<file path="src/assert_macros.svh">
// Assertion macros shared by the color ramp RTL.
// Included by modules that carry concurrent checks; no other dependencies.
`ifndef ASSERT_MACROS_SVH
`define ASSERT_MACROS_SVH

// Implication check, sampled on the rising clock edge, off while in reset.
`define CRI_ASSERT_IMP(label, clk, rst_n, ante, cons, msg) \
  label: assert property (@(posedge clk) disable iff (!rst_n) (ante) |-> (cons)) \
    else $error(msg);

// Invariant check, sampled on the rising clock edge, off while in reset.
`define CRI_ASSERT_INV(label, clk, rst_n, cond, msg) \
  label: assert property (@(posedge clk) disable iff (!rst_n) (cond)) else $error(msg);

`endif

</file>
<file path="src/cri_pkg.sv">
// Shared types and constants for the color ramp interpolator.
// No dependencies; imported by every module of the block.
package cri_pkg;

  localparam int STOP_REGS     = 8;
  localparam int STOP_W        = 49;
  localparam int VALID_BIT     = 48;
  localparam int KEY_W         = 16;
  localparam int COLOR_W       = 32;
  localparam int CH_W          = 8;
  localparam int STOP_IDX_W    = 3;
  localparam int STOP_CNT_W    = 4;
  localparam int CFG_IDX_W     = 4;
  localparam int DEF_NUM_STOPS = 8;
  localparam int DEF_FRAC_BITS = 8;

  localparam logic [COLOR_W-1:0] OPAQUE_BLACK = 32'h0000_00FF;

  // One classified item: blend color ca toward cb by num/den.
  typedef struct packed {
    logic [KEY_W-1:0]   num;
    logic [KEY_W-1:0]   den;
    logic [COLOR_W-1:0] ca;
    logic [COLOR_W-1:0] cb;
  } cri_item_t;

  // Queue status seen by the front and back.
  typedef struct packed {
    logic full;
    logic not_empty;
  } cri_q_stat_t;

endpackage

</file>
<file path="src/color_ramp_interpolator_top.sv">
// Top level of the color ramp interpolator: front classifier, queue, back end.
// Depends on cri_pkg, cri_front, cri_queue and cri_back.
//
// Maps each 16-bit sample to an RGBA color through up to NUM_STOPS color
// stops written on the cfg port (index i = stop i; bit 48 valid, bits 47:32
// key, bits 31:0 RGBA). The block accepts one item per cycle while in_stall is
// low and delivers one result per item, in order. The classify register loads
// at the edge that accepts the item; the item is then written to the queue,
// passes FRACTION_BITS + 1 divider stages (one quotient bit per stage) and
// lands in the blend/output register, which raises out_valid. A two-entry
// queue decouples the classifier from the divider pipeline; in_stall rises only
// when out_stall has held the back end long enough to fill it. The user must
// write stops only while no item is in flight; the block does not enforce it.
module color_ramp_interpolator_top #(
  parameter int NUM_STOPS     = cri_pkg::DEF_NUM_STOPS,
  parameter int FRACTION_BITS = cri_pkg::DEF_FRAC_BITS
) (
  input  logic                          clk,
  input  logic                          rst_n,
  input  logic                          cfg_we,
  input  logic [cri_pkg::CFG_IDX_W-1:0] cfg_index,
  input  logic [cri_pkg::STOP_W-1:0]    cfg_wdata,
  input  logic                          in_valid,
  output logic                          in_stall,
  input  logic [cri_pkg::KEY_W-1:0]     in_sample_value,
  output logic                          out_valid,
  input  logic                          out_stall,
  output logic [cri_pkg::CH_W-1:0]      out_red,
  output logic [cri_pkg::CH_W-1:0]      out_green,
  output logic [cri_pkg::CH_W-1:0]      out_blue,
  output logic [cri_pkg::CH_W-1:0]      out_alpha
);
  import cri_pkg::*;

  cri_q_stat_t q_stat;
  cri_item_t   push_item;
  cri_item_t   pop_item;
  logic        push;
  logic        pop;

  // Classifies each sample into a segment and forms the divide operands.
  cri_front #(.NUM_STOPS(NUM_STOPS)) u_front (
    .clk, .rst_n, .cfg_we, .cfg_index, .cfg_wdata,
    .in_valid, .in_stall, .in_sample_value,
    .q_stat, .push, .push_item
  );

  // Lets the two halves stall independently.
  cri_queue u_queue (
    .clk, .rst_n, .push, .push_item, .pop, .pop_item, .q_stat
  );

  // Computes the fraction and the blended color.
  cri_back #(.FRACTION_BITS(FRACTION_BITS)) u_back (
    .clk, .rst_n, .q_stat, .pop_item, .pop,
    .out_valid, .out_stall, .out_red, .out_green, .out_blue, .out_alpha
  );

endmodule

</file>
<file path="src/cri_front.sv">
// Front end: color stop registers and per-sample segment classification.
// Depends on cri_pkg.
module cri_front #(
  parameter int NUM_STOPS = cri_pkg::DEF_NUM_STOPS
) (
  input  logic                         clk,
  input  logic                         rst_n,
  input  logic                         cfg_we,
  input  logic [cri_pkg::CFG_IDX_W-1:0] cfg_index,
  input  logic [cri_pkg::STOP_W-1:0]   cfg_wdata,
  input  logic                         in_valid,
  output logic                         in_stall,
  input  logic [cri_pkg::KEY_W-1:0]    in_sample_value,
  input  cri_pkg::cri_q_stat_t         q_stat,
  output logic                         push,
  output cri_pkg::cri_item_t           push_item
);
  import cri_pkg::*;

  logic [STOP_W-1:0] stop_r [STOP_REGS];
  logic              f_valid_r, f_valid_nxt;
  cri_item_t         f_item_r, f_item_nxt;

  always_ff @(posedge clk) begin
    if (!rst_n) begin
      for (int i = 0; i < STOP_REGS; i++) stop_r[i] <= '0;
    end else if (cfg_we && cfg_index < CFG_IDX_W'(STOP_REGS)) begin
      stop_r[cfg_index[STOP_IDX_W-1:0]] <= cfg_wdata;
    end
  end

  always_comb begin
    logic [STOP_CNT_W-1:0] cnt;
    logic [STOP_CNT_W-1:0] cnt_m1;
    logic                  run;
    logic                  found;
    logic [STOP_IDX_W-1:0] hit;
    logic [STOP_IDX_W-1:0] idx_a;
    logic [STOP_IDX_W-1:0] idx_b;
    logic                  blend;
    logic [KEY_W-1:0]      key_a;
    logic [KEY_W-1:0]      key_b;
    logic [COLOR_W-1:0]    col_a;
    logic [COLOR_W-1:0]    col_b;
    cnt   = '0;
    run   = 1'b1;
    found = 1'b0;
    hit   = '0;
    key_a = '0;
    key_b = '0;
    col_a = '0;
    col_b = '0;
    for (int i = 0; i < NUM_STOPS; i++) begin
      run = run & stop_r[i][VALID_BIT];
      if (run) cnt = cnt + 1'b1;
    end
    for (int i = 0; i < NUM_STOPS; i++) begin
      if (!found && STOP_CNT_W'(i) < cnt &&
          stop_r[i][VALID_BIT-1 -: KEY_W] >= in_sample_value) begin
        found = 1'b1;
        hit   = STOP_IDX_W'(i);
      end
    end
    cnt_m1 = cnt - 1'b1;
    blend  = found && (hit != '0);
    idx_a  = hit - 1'b1;
    idx_b  = found ? hit : cnt_m1[STOP_IDX_W-1:0];
    for (int i = 0; i < NUM_STOPS; i++) begin
      if (STOP_IDX_W'(i) == idx_a) begin
        key_a = stop_r[i][VALID_BIT-1 -: KEY_W];
        col_a = stop_r[i][COLOR_W-1:0];
      end
      if (STOP_IDX_W'(i) == idx_b) begin
        key_b = stop_r[i][VALID_BIT-1 -: KEY_W];
        col_b = stop_r[i][COLOR_W-1:0];
      end
    end
    // A flat color runs through the blender as num == den, giving exactly cb.
    if (cnt == '0) begin
      f_item_nxt = '{num: KEY_W'(1), den: KEY_W'(1), ca: OPAQUE_BLACK, cb: OPAQUE_BLACK};
    end else if (!blend) begin
      f_item_nxt = '{num: KEY_W'(1), den: KEY_W'(1), ca: col_b, cb: col_b};
    end else begin
      f_item_nxt = '{num: in_sample_value - key_a, den: key_b - key_a, ca: col_a, cb: col_b};
    end
  end

  assign push        = f_valid_r && !q_stat.full;
  assign in_stall    = f_valid_r && q_stat.full;
  assign f_valid_nxt = in_stall ? f_valid_r : in_valid;
  assign push_item   = f_item_r;

  always_ff @(posedge clk) begin
    if (!rst_n) begin
      f_valid_r <= 1'b0;
    end else begin
      f_valid_r <= f_valid_nxt;
    end
  end

  always_ff @(posedge clk) begin
    if (!in_stall && in_valid) begin
      f_item_r <= f_item_nxt;
    end
  end

endmodule

</file>
<file path="src/cri_queue.sv">
// Two-entry queue between the classifier and the blend pipeline.
// Depends on cri_pkg and assert_macros.svh.
`include "assert_macros.svh"
module cri_queue (
  input  logic                 clk,
  input  logic                 rst_n,
  input  logic                 push,
  input  cri_pkg::cri_item_t   push_item,
  input  logic                 pop,
  output cri_pkg::cri_item_t   pop_item,
  output cri_pkg::cri_q_stat_t q_stat
);
  import cri_pkg::*;

  cri_item_t  mem_r [2];
  logic       wr_ptr_r, wr_ptr_nxt;
  logic       rd_ptr_r, rd_ptr_nxt;
  logic [1:0] count_r, count_nxt;

  assign q_stat.full      = (count_r == 2'd2);
  assign q_stat.not_empty = (count_r != 2'd0);
  assign pop_item         = mem_r[rd_ptr_r];

  assign wr_ptr_nxt = push ? ~wr_ptr_r : wr_ptr_r;
  assign rd_ptr_nxt = pop ? ~rd_ptr_r : rd_ptr_r;
  assign count_nxt  = count_r + {1'b0, push} - {1'b0, pop};

  always_ff @(posedge clk) begin
    if (!rst_n) begin
      wr_ptr_r <= 1'b0;
      rd_ptr_r <= 1'b0;
      count_r  <= 2'd0;
    end else begin
      wr_ptr_r <= wr_ptr_nxt;
      rd_ptr_r <= rd_ptr_nxt;
      count_r  <= count_nxt;
    end
  end

  always_ff @(posedge clk) begin
    if (push) begin
      mem_r[wr_ptr_r] <= push_item;
    end
  end

  `CRI_ASSERT_INV(a_count_range, clk, rst_n, count_r != 2'd3, "queue count out of range")
  `CRI_ASSERT_IMP(a_pop_nonempty, clk, rst_n, pop, count_r != 2'd0, "pop from empty queue")
  `CRI_ASSERT_IMP(a_push_grows, clk, rst_n, push && !pop, ##1 count_r == $past(count_r) + 2'd1,
    "push without pop did not grow queue")

endmodule

</file>
<file path="src/cri_back.sv">
// Back end: pipelined restoring divider for the blend fraction, then the
// four-channel linear blend and the output register. Depends on cri_pkg.
module cri_back #(
  parameter int FRACTION_BITS = cri_pkg::DEF_FRAC_BITS
) (
  input  logic                         clk,
  input  logic                         rst_n,
  input  cri_pkg::cri_q_stat_t         q_stat,
  input  cri_pkg::cri_item_t           pop_item,
  output logic                         pop,
  output logic                         out_valid,
  input  logic                         out_stall,
  output logic [cri_pkg::CH_W-1:0]     out_red,
  output logic [cri_pkg::CH_W-1:0]     out_green,
  output logic [cri_pkg::CH_W-1:0]     out_blue,
  output logic [cri_pkg::CH_W-1:0]     out_alpha
);
  import cri_pkg::*;

  localparam int STAGES = FRACTION_BITS + 1;
  localparam int Q_W    = FRACTION_BITS + 1;
  localparam int P_W    = CH_W + FRACTION_BITS + 2;
  localparam logic [Q_W-1:0] ONE  = Q_W'(1) << FRACTION_BITS;
  localparam logic [P_W-1:0] HALF = P_W'(1) << (FRACTION_BITS - 1);

  logic               v_r   [STAGES];
  logic [KEY_W-1:0]   rem_r [STAGES];
  logic [KEY_W-1:0]   den_r [STAGES];
  logic [Q_W-1:0]     q_r   [STAGES];
  logic [COLOR_W-1:0] ca_r  [STAGES];
  logic [COLOR_W-1:0] cb_r  [STAGES];
  logic               out_valid_r;
  logic [COLOR_W-1:0] out_col_r, out_col_nxt;
  logic               adv;

  assign adv = !out_valid_r || !out_stall;
  assign pop = adv && q_stat.not_empty;

  // Stage 0 takes the top quotient bit; each later stage one more bit.
  always_ff @(posedge clk) begin
    if (!rst_n) begin
      for (int s = 0; s < STAGES; s++) v_r[s] <= 1'b0;
      out_valid_r <= 1'b0;
    end else if (adv) begin
      v_r[0] <= q_stat.not_empty;
      for (int s = 1; s < STAGES; s++) v_r[s] <= v_r[s-1];
      out_valid_r <= v_r[STAGES-1];
    end
  end

  always_ff @(posedge clk) begin
    logic [KEY_W:0] sh;
    logic           bit_q;
    if (adv) begin
      bit_q     = pop_item.num >= pop_item.den;
      rem_r[0] <= bit_q ? pop_item.num - pop_item.den : pop_item.num;
      q_r[0]   <= {bit_q, {FRACTION_BITS{1'b0}}};
      den_r[0] <= pop_item.den;
      ca_r[0]  <= pop_item.ca;
      cb_r[0]  <= pop_item.cb;
      for (int s = 1; s < STAGES; s++) begin
        sh    = {rem_r[s-1], 1'b0};
        bit_q = sh >= {1'b0, den_r[s-1]};
        rem_r[s] <= bit_q ? KEY_W'(sh - {1'b0, den_r[s-1]}) : sh[KEY_W-1:0];
        q_r[s]   <= q_r[s-1] | (Q_W'(bit_q) << (FRACTION_BITS - s));
        den_r[s] <= den_r[s-1];
        ca_r[s]  <= ca_r[s-1];
        cb_r[s]  <= cb_r[s-1];
      end
      out_col_r <= out_col_nxt;
    end
  end

  always_comb begin
    logic [Q_W-1:0] d;
    logic [P_W-1:0] acc;
    d = q_r[STAGES-1];
    out_col_nxt = '0;
    for (int c = 0; c < 4; c++) begin
      acc = P_W'(ca_r[STAGES-1][c*CH_W +: CH_W]) * P_W'(ONE - d)
          + P_W'(cb_r[STAGES-1][c*CH_W +: CH_W]) * P_W'(d) + HALF;
      out_col_nxt[c*CH_W +: CH_W] = acc[FRACTION_BITS +: CH_W];
    end
  end

  assign out_valid = out_valid_r;
  assign out_red   = out_col_r[31:24];
  assign out_green = out_col_r[23:16];
  assign out_blue  = out_col_r[15:8];
  assign out_alpha = out_col_r[7:0];

endmodule
</file>
<file path="config.mk">
export PLATFORM = sky130hd
export DESIGN_NAME = color_ramp_interpolator_top
export DESIGN_NICKNAME = d
export VERILOG_FILES = /design/src/cri_pkg.sv /design/src/color_ramp_interpolator_top.sv /design/src/cri_front.sv /design/src/cri_queue.sv /design/src/cri_back.sv
export VERILOG_INCLUDE_DIRS = /design/src /design/src/src
export SDC_FILE = /design/constraint.sdc
export NUM_CORES = 2
export LEC_CHECK = 0
export BUFFER_PORTS_ARGS = -buffer_cell sky130_fd_sc_hd__buf_2
export CAP_MARGIN = 20
export CORE_MARGIN = 2
export CORE_UTILIZATION = 65
export CTS_BUF_LIST = sky130_fd_sc_hd__clkbuf_2
export DETAILED_ROUTE_END_ITERATION = 6
export PLACE_DENSITY = 0.82
export SYNTH_ARGS = -nofsm -noshare
export SYNTH_HDL_FRONTEND = slang
export SYNTH_HIERARCHICAL = 1
export SYNTH_SLANG_ARGS = --single-unit
</file>
<file path="constraint.sdc">
create_clock -name clk -period 38.2 [get_ports clk]
set_input_delay 0 -clock clk [delete_from_list [all_inputs] [get_ports clk]]
set_output_delay 0 -clock clk [all_outputs]
set_load 0.05 [all_outputs]
</file>
==> reports/metrics.yaml <==
outcome:
  outcome: "complete, but fails checks"
  violations: "DRC"
logic_synthesis:
  syn_area_per_cell_um2: 12.6
  synth_ff_type: "edfxtp_1"
  synthSimpleGateAreaFrac: 0.112
  ys_async_sr_fraction: 0
  synth_compound_area_frac: 0.0753
  syn_area_mm2: 0.0916
  synth_seq_area_share: 0.525
  synth.distinct_cells: 108
  synth_edf_count: 1598
  ys_warn_count: 6
  muxShareOfSynthArea: 0.0326
  netlist_instances: 7278
  synth_top_family_by_area: "adder cells"
  syn_nets: 8397
  synth_top_area_frac: 0.524
  yosys-top-cells-area: "edfxtp_1 (52%), fa_1 (11%), ha_1 (7.6%), and2_1 (5.5%), inv_1 (3.8%)"
  synth-xor-area-share: 0.0212
  synth_seq_cells: 1605
  synth_fa_ha_area_frac: 0.183
  synth_area_leader_cell: "edfxtp_1"
die:
  coreArea_mm2: 0.140
  dieArea_mm2: 0.144
  dieWidth_um: 379
  io_pins: 108
  die_h_um: 379
  start_util: 0.656
  rows: 137
timing:
  worst_slack_ps: 27480
  fin_crit_sh: 0.281
  finalSetupTns_ps: 0
  post-route-min-period_ps: 10720
  final-hold-violation-count: 0
  final_max_slew_viol_count: 0
  max_freq_ghz: 0.0932
  slew_headroom: 0.197
  skew_ps: 238
  setup_viol: 0
  max_slew.worst_pin.slew_ps: 1190
  rsz0062_at_grt: "false"
global_route:
  globalRouteTotalUtil: 0.290
  grt_max_degree: 207
  grt_pass1_vias: 61200
  antenna_found_initial: 9
  overflow: 0
  grt_pass1_wl_mm: 322
critical_path:
  start_kind: "flop"
  crit_slowest_cell: "nand4_1"
  critPathTopFamily: "compound AO/OA/AOI/OAI gates"
  cp-startpoint: "u_front/stop_r[2][48]"
  crit_buf_inv: 5
  r2r_end: "u_front/push_item[94]"
  reg2reg_depth: 38
  max_stage_delay_ps: 590
  cp.arrival_ps: 12170
  critPathKind: "reg -> reg"
  cp_common_cell: "ha_1"
  endpoint_kind: "flop"
  rrSetupSlack_ps: 27480
  setup.worst_path.end: "u_front/push_item[94]"
  reg2reg_from: "u_front/stop_r[2][48]"
  cp_max_fo: 21
  required_ps: 39650
  worstSetupPathDepth: 38
route:
  drt_iter0_drc: 4912
  dr.pass1.iters: 7
  final_antenna_net_count: 0
  drc: 4
  wl_per_cell_um: 20.5
  vias: 58600
  viasPerCell: 5.85
  wirelength_mm: 205
clock_tree:
  numCtsBuffers: 390
  cts_buffer_depth: 4
  postCtsSetupRepairBufs: 0
  htreeDepth: 5
  clk_pin_slew_ps: 110
  cts.sinks: 1605
  insertion_delay_ps: 1750
  cts_root_buf: "clkbuf_2"
  cts_tree: "built"
min_path:
  hp-class: "reg -> reg"
finish:
  fin_cells: 10000
  syn2layout_area_growth_pct: 9.75
  drive_gt1_frac: 0.126
  nets: 9001
  final_util: 0.720
placement:
  pre_cts_ws_ps: 28430
  numPortBuffers: 107
  hpwl_mm: 138
  gp_congestion: 0.982
  dp_cells: 9069
job:
  drv_cap: 0
## kinds of logic after synthesis
kind of cell               Yosys count
and+or+nand+nor                   1974
DFF                               1605
adders and majority gates         1048
buffers and inverters             1191
AOI/OAI and AO/OA                 1015
xor gates and xnor gates           214
muxes                              231
## worst reg2reg max path, delay by kind of cell (launching register included)
family / cells / cell delay (ps)
flip-flops: 1 / 370
AND/OR/NAND/NOR: 9 / 1560
XOR/XNOR: 1 / 150
AO/OA/AOI/OAI: 11 / 3390
multiplexers: 3 / 700
buffers and inverters: 5 / 1800
adder cells (fa/ha/maj): 9 / 2540
## cells in the final DEF (no fill, tap or decap), drive strengths merged, types with 161 or more instances in the layout
cell	synthesis	final
and2	811	811
edfxtp	1598	1598
nor2	260	260
clkbuf	208	514
inv	923	925
o21ai	161	161
dlygate4sd3	0	294
buf	60	186
ha	553	553
fa	492	492
a21oi	322	322
nand2	529	529
## registers in the layout (all words and copies together) (netlist names), named ones only
signal	cells
u_queue/mem_r	192
u_front/f_valid_r	1
u_back/cb_r	288
u_back/out_valid	1
u_front/push_item	96
u_back/rem_r	128
u_queue/wr_ptr_r	1
u_queue/rd_ptr_r	1
u_back/q_r	45
u_back/ca_r	288
u_back/out_col_r	32
u_back/den_r	128
u_back/v_r	9
u_front/stop_r	392
u_queue/count_r	2
## per-stage QoR
stage / instance area [um2] / hold slack [ps]
floorplan: 91600 / 118
global placement: 94300 / 245
detailed placement: 94300 / 256
CTS: 100000 / 107
global route: 101000 / 207
finish: 101000 / 306
## final cells by class
class                      count  area (um2)
antenna                       10        25.0
timing repair buffer         480        4160
clock inverter               120         684
inverter                     923        3460
clock buffer                 514        2570
multi-input combinational   4482       39200
sequential                  1605       48100
tap                         1876        2350
fill                        9299       39100
## routing by layer
layer / wire length (um) / GRT usage / vias up
li1: - / - / 26700
met1: 78600 / 0.365 / 28500
met2: 101000 / 0.488 / 2732
met3: 16600 / 0.0580 / 610
met4: 8900 / 0.133 / 8
met5: 57 / 0 / -
## synth_stat cells, types with 20 or more instances
| cell | number |
|---|---|
| a221oi_1 | 66 |
| buf_1 | 27 |
| nor2_1 | 260 |
| a21o_1 | 59 |
| and2_1 | 811 |
| nand3_1 | 78 |
| a31oi_1 | 20 |
| nor3_1 | 72 |
| edfxtp_1 | 1598 |
| buf_2 | 23 |
| o21ai_0 | 152 |
| and3_1 | 30 |
| or3_1 | 29 |
| a211oi_1 | 23 |
| mux2i_1 | 55 |
| xnor2_1 | 147 |
| nand4_1 | 41 |
| nand2b_1 | 38 |
| o21bai_1 | 21 |
| a21oi_1 | 318 |
| a22oi_1 | 31 |
| clkbuf_1 | 206 |
| ha_1 | 553 |
| o21a_1 | 64 |
| mux2_4 | 40 |
| mux4_2 | 26 |
| inv_1 | 923 |
| a22o_1 | 50 |
| nand2_1 | 527 |
| mux2_2 | 107 |
| nor2b_1 | 37 |
| o22ai_1 | 38 |
| fa_1 | 492 |
| xor2_1 | 60 |
## worst min path at each step
stage	slack, ps	startpoint	cells after the start	endpoint
6_report	310	u_back/cb_r[2][26]	0	u_back/cb_r[2][58]
5_1_grt	210	in_sample_value[0]	6	u_front/push_item[80]
4_1_cts	110	cfg_index[1]	5	u_front/stop_r[4][42]
3_5_place_dp	260	in_valid	2	u_front/f_valid_r
3_3_place_gp	240	in_valid	2	u_front/f_valid_r
2_1_floorplan	120	rst_n	1	u_queue/wr_ptr_r
## timing repair
item	CTS	global route
endpoints found under the hold margin	1730	0
hold buffers	295	0
resized for setup	0	0
Power is not shown: default switching activity piles up to over one toggle a cycle in this logic, so the estimate is an artifact.
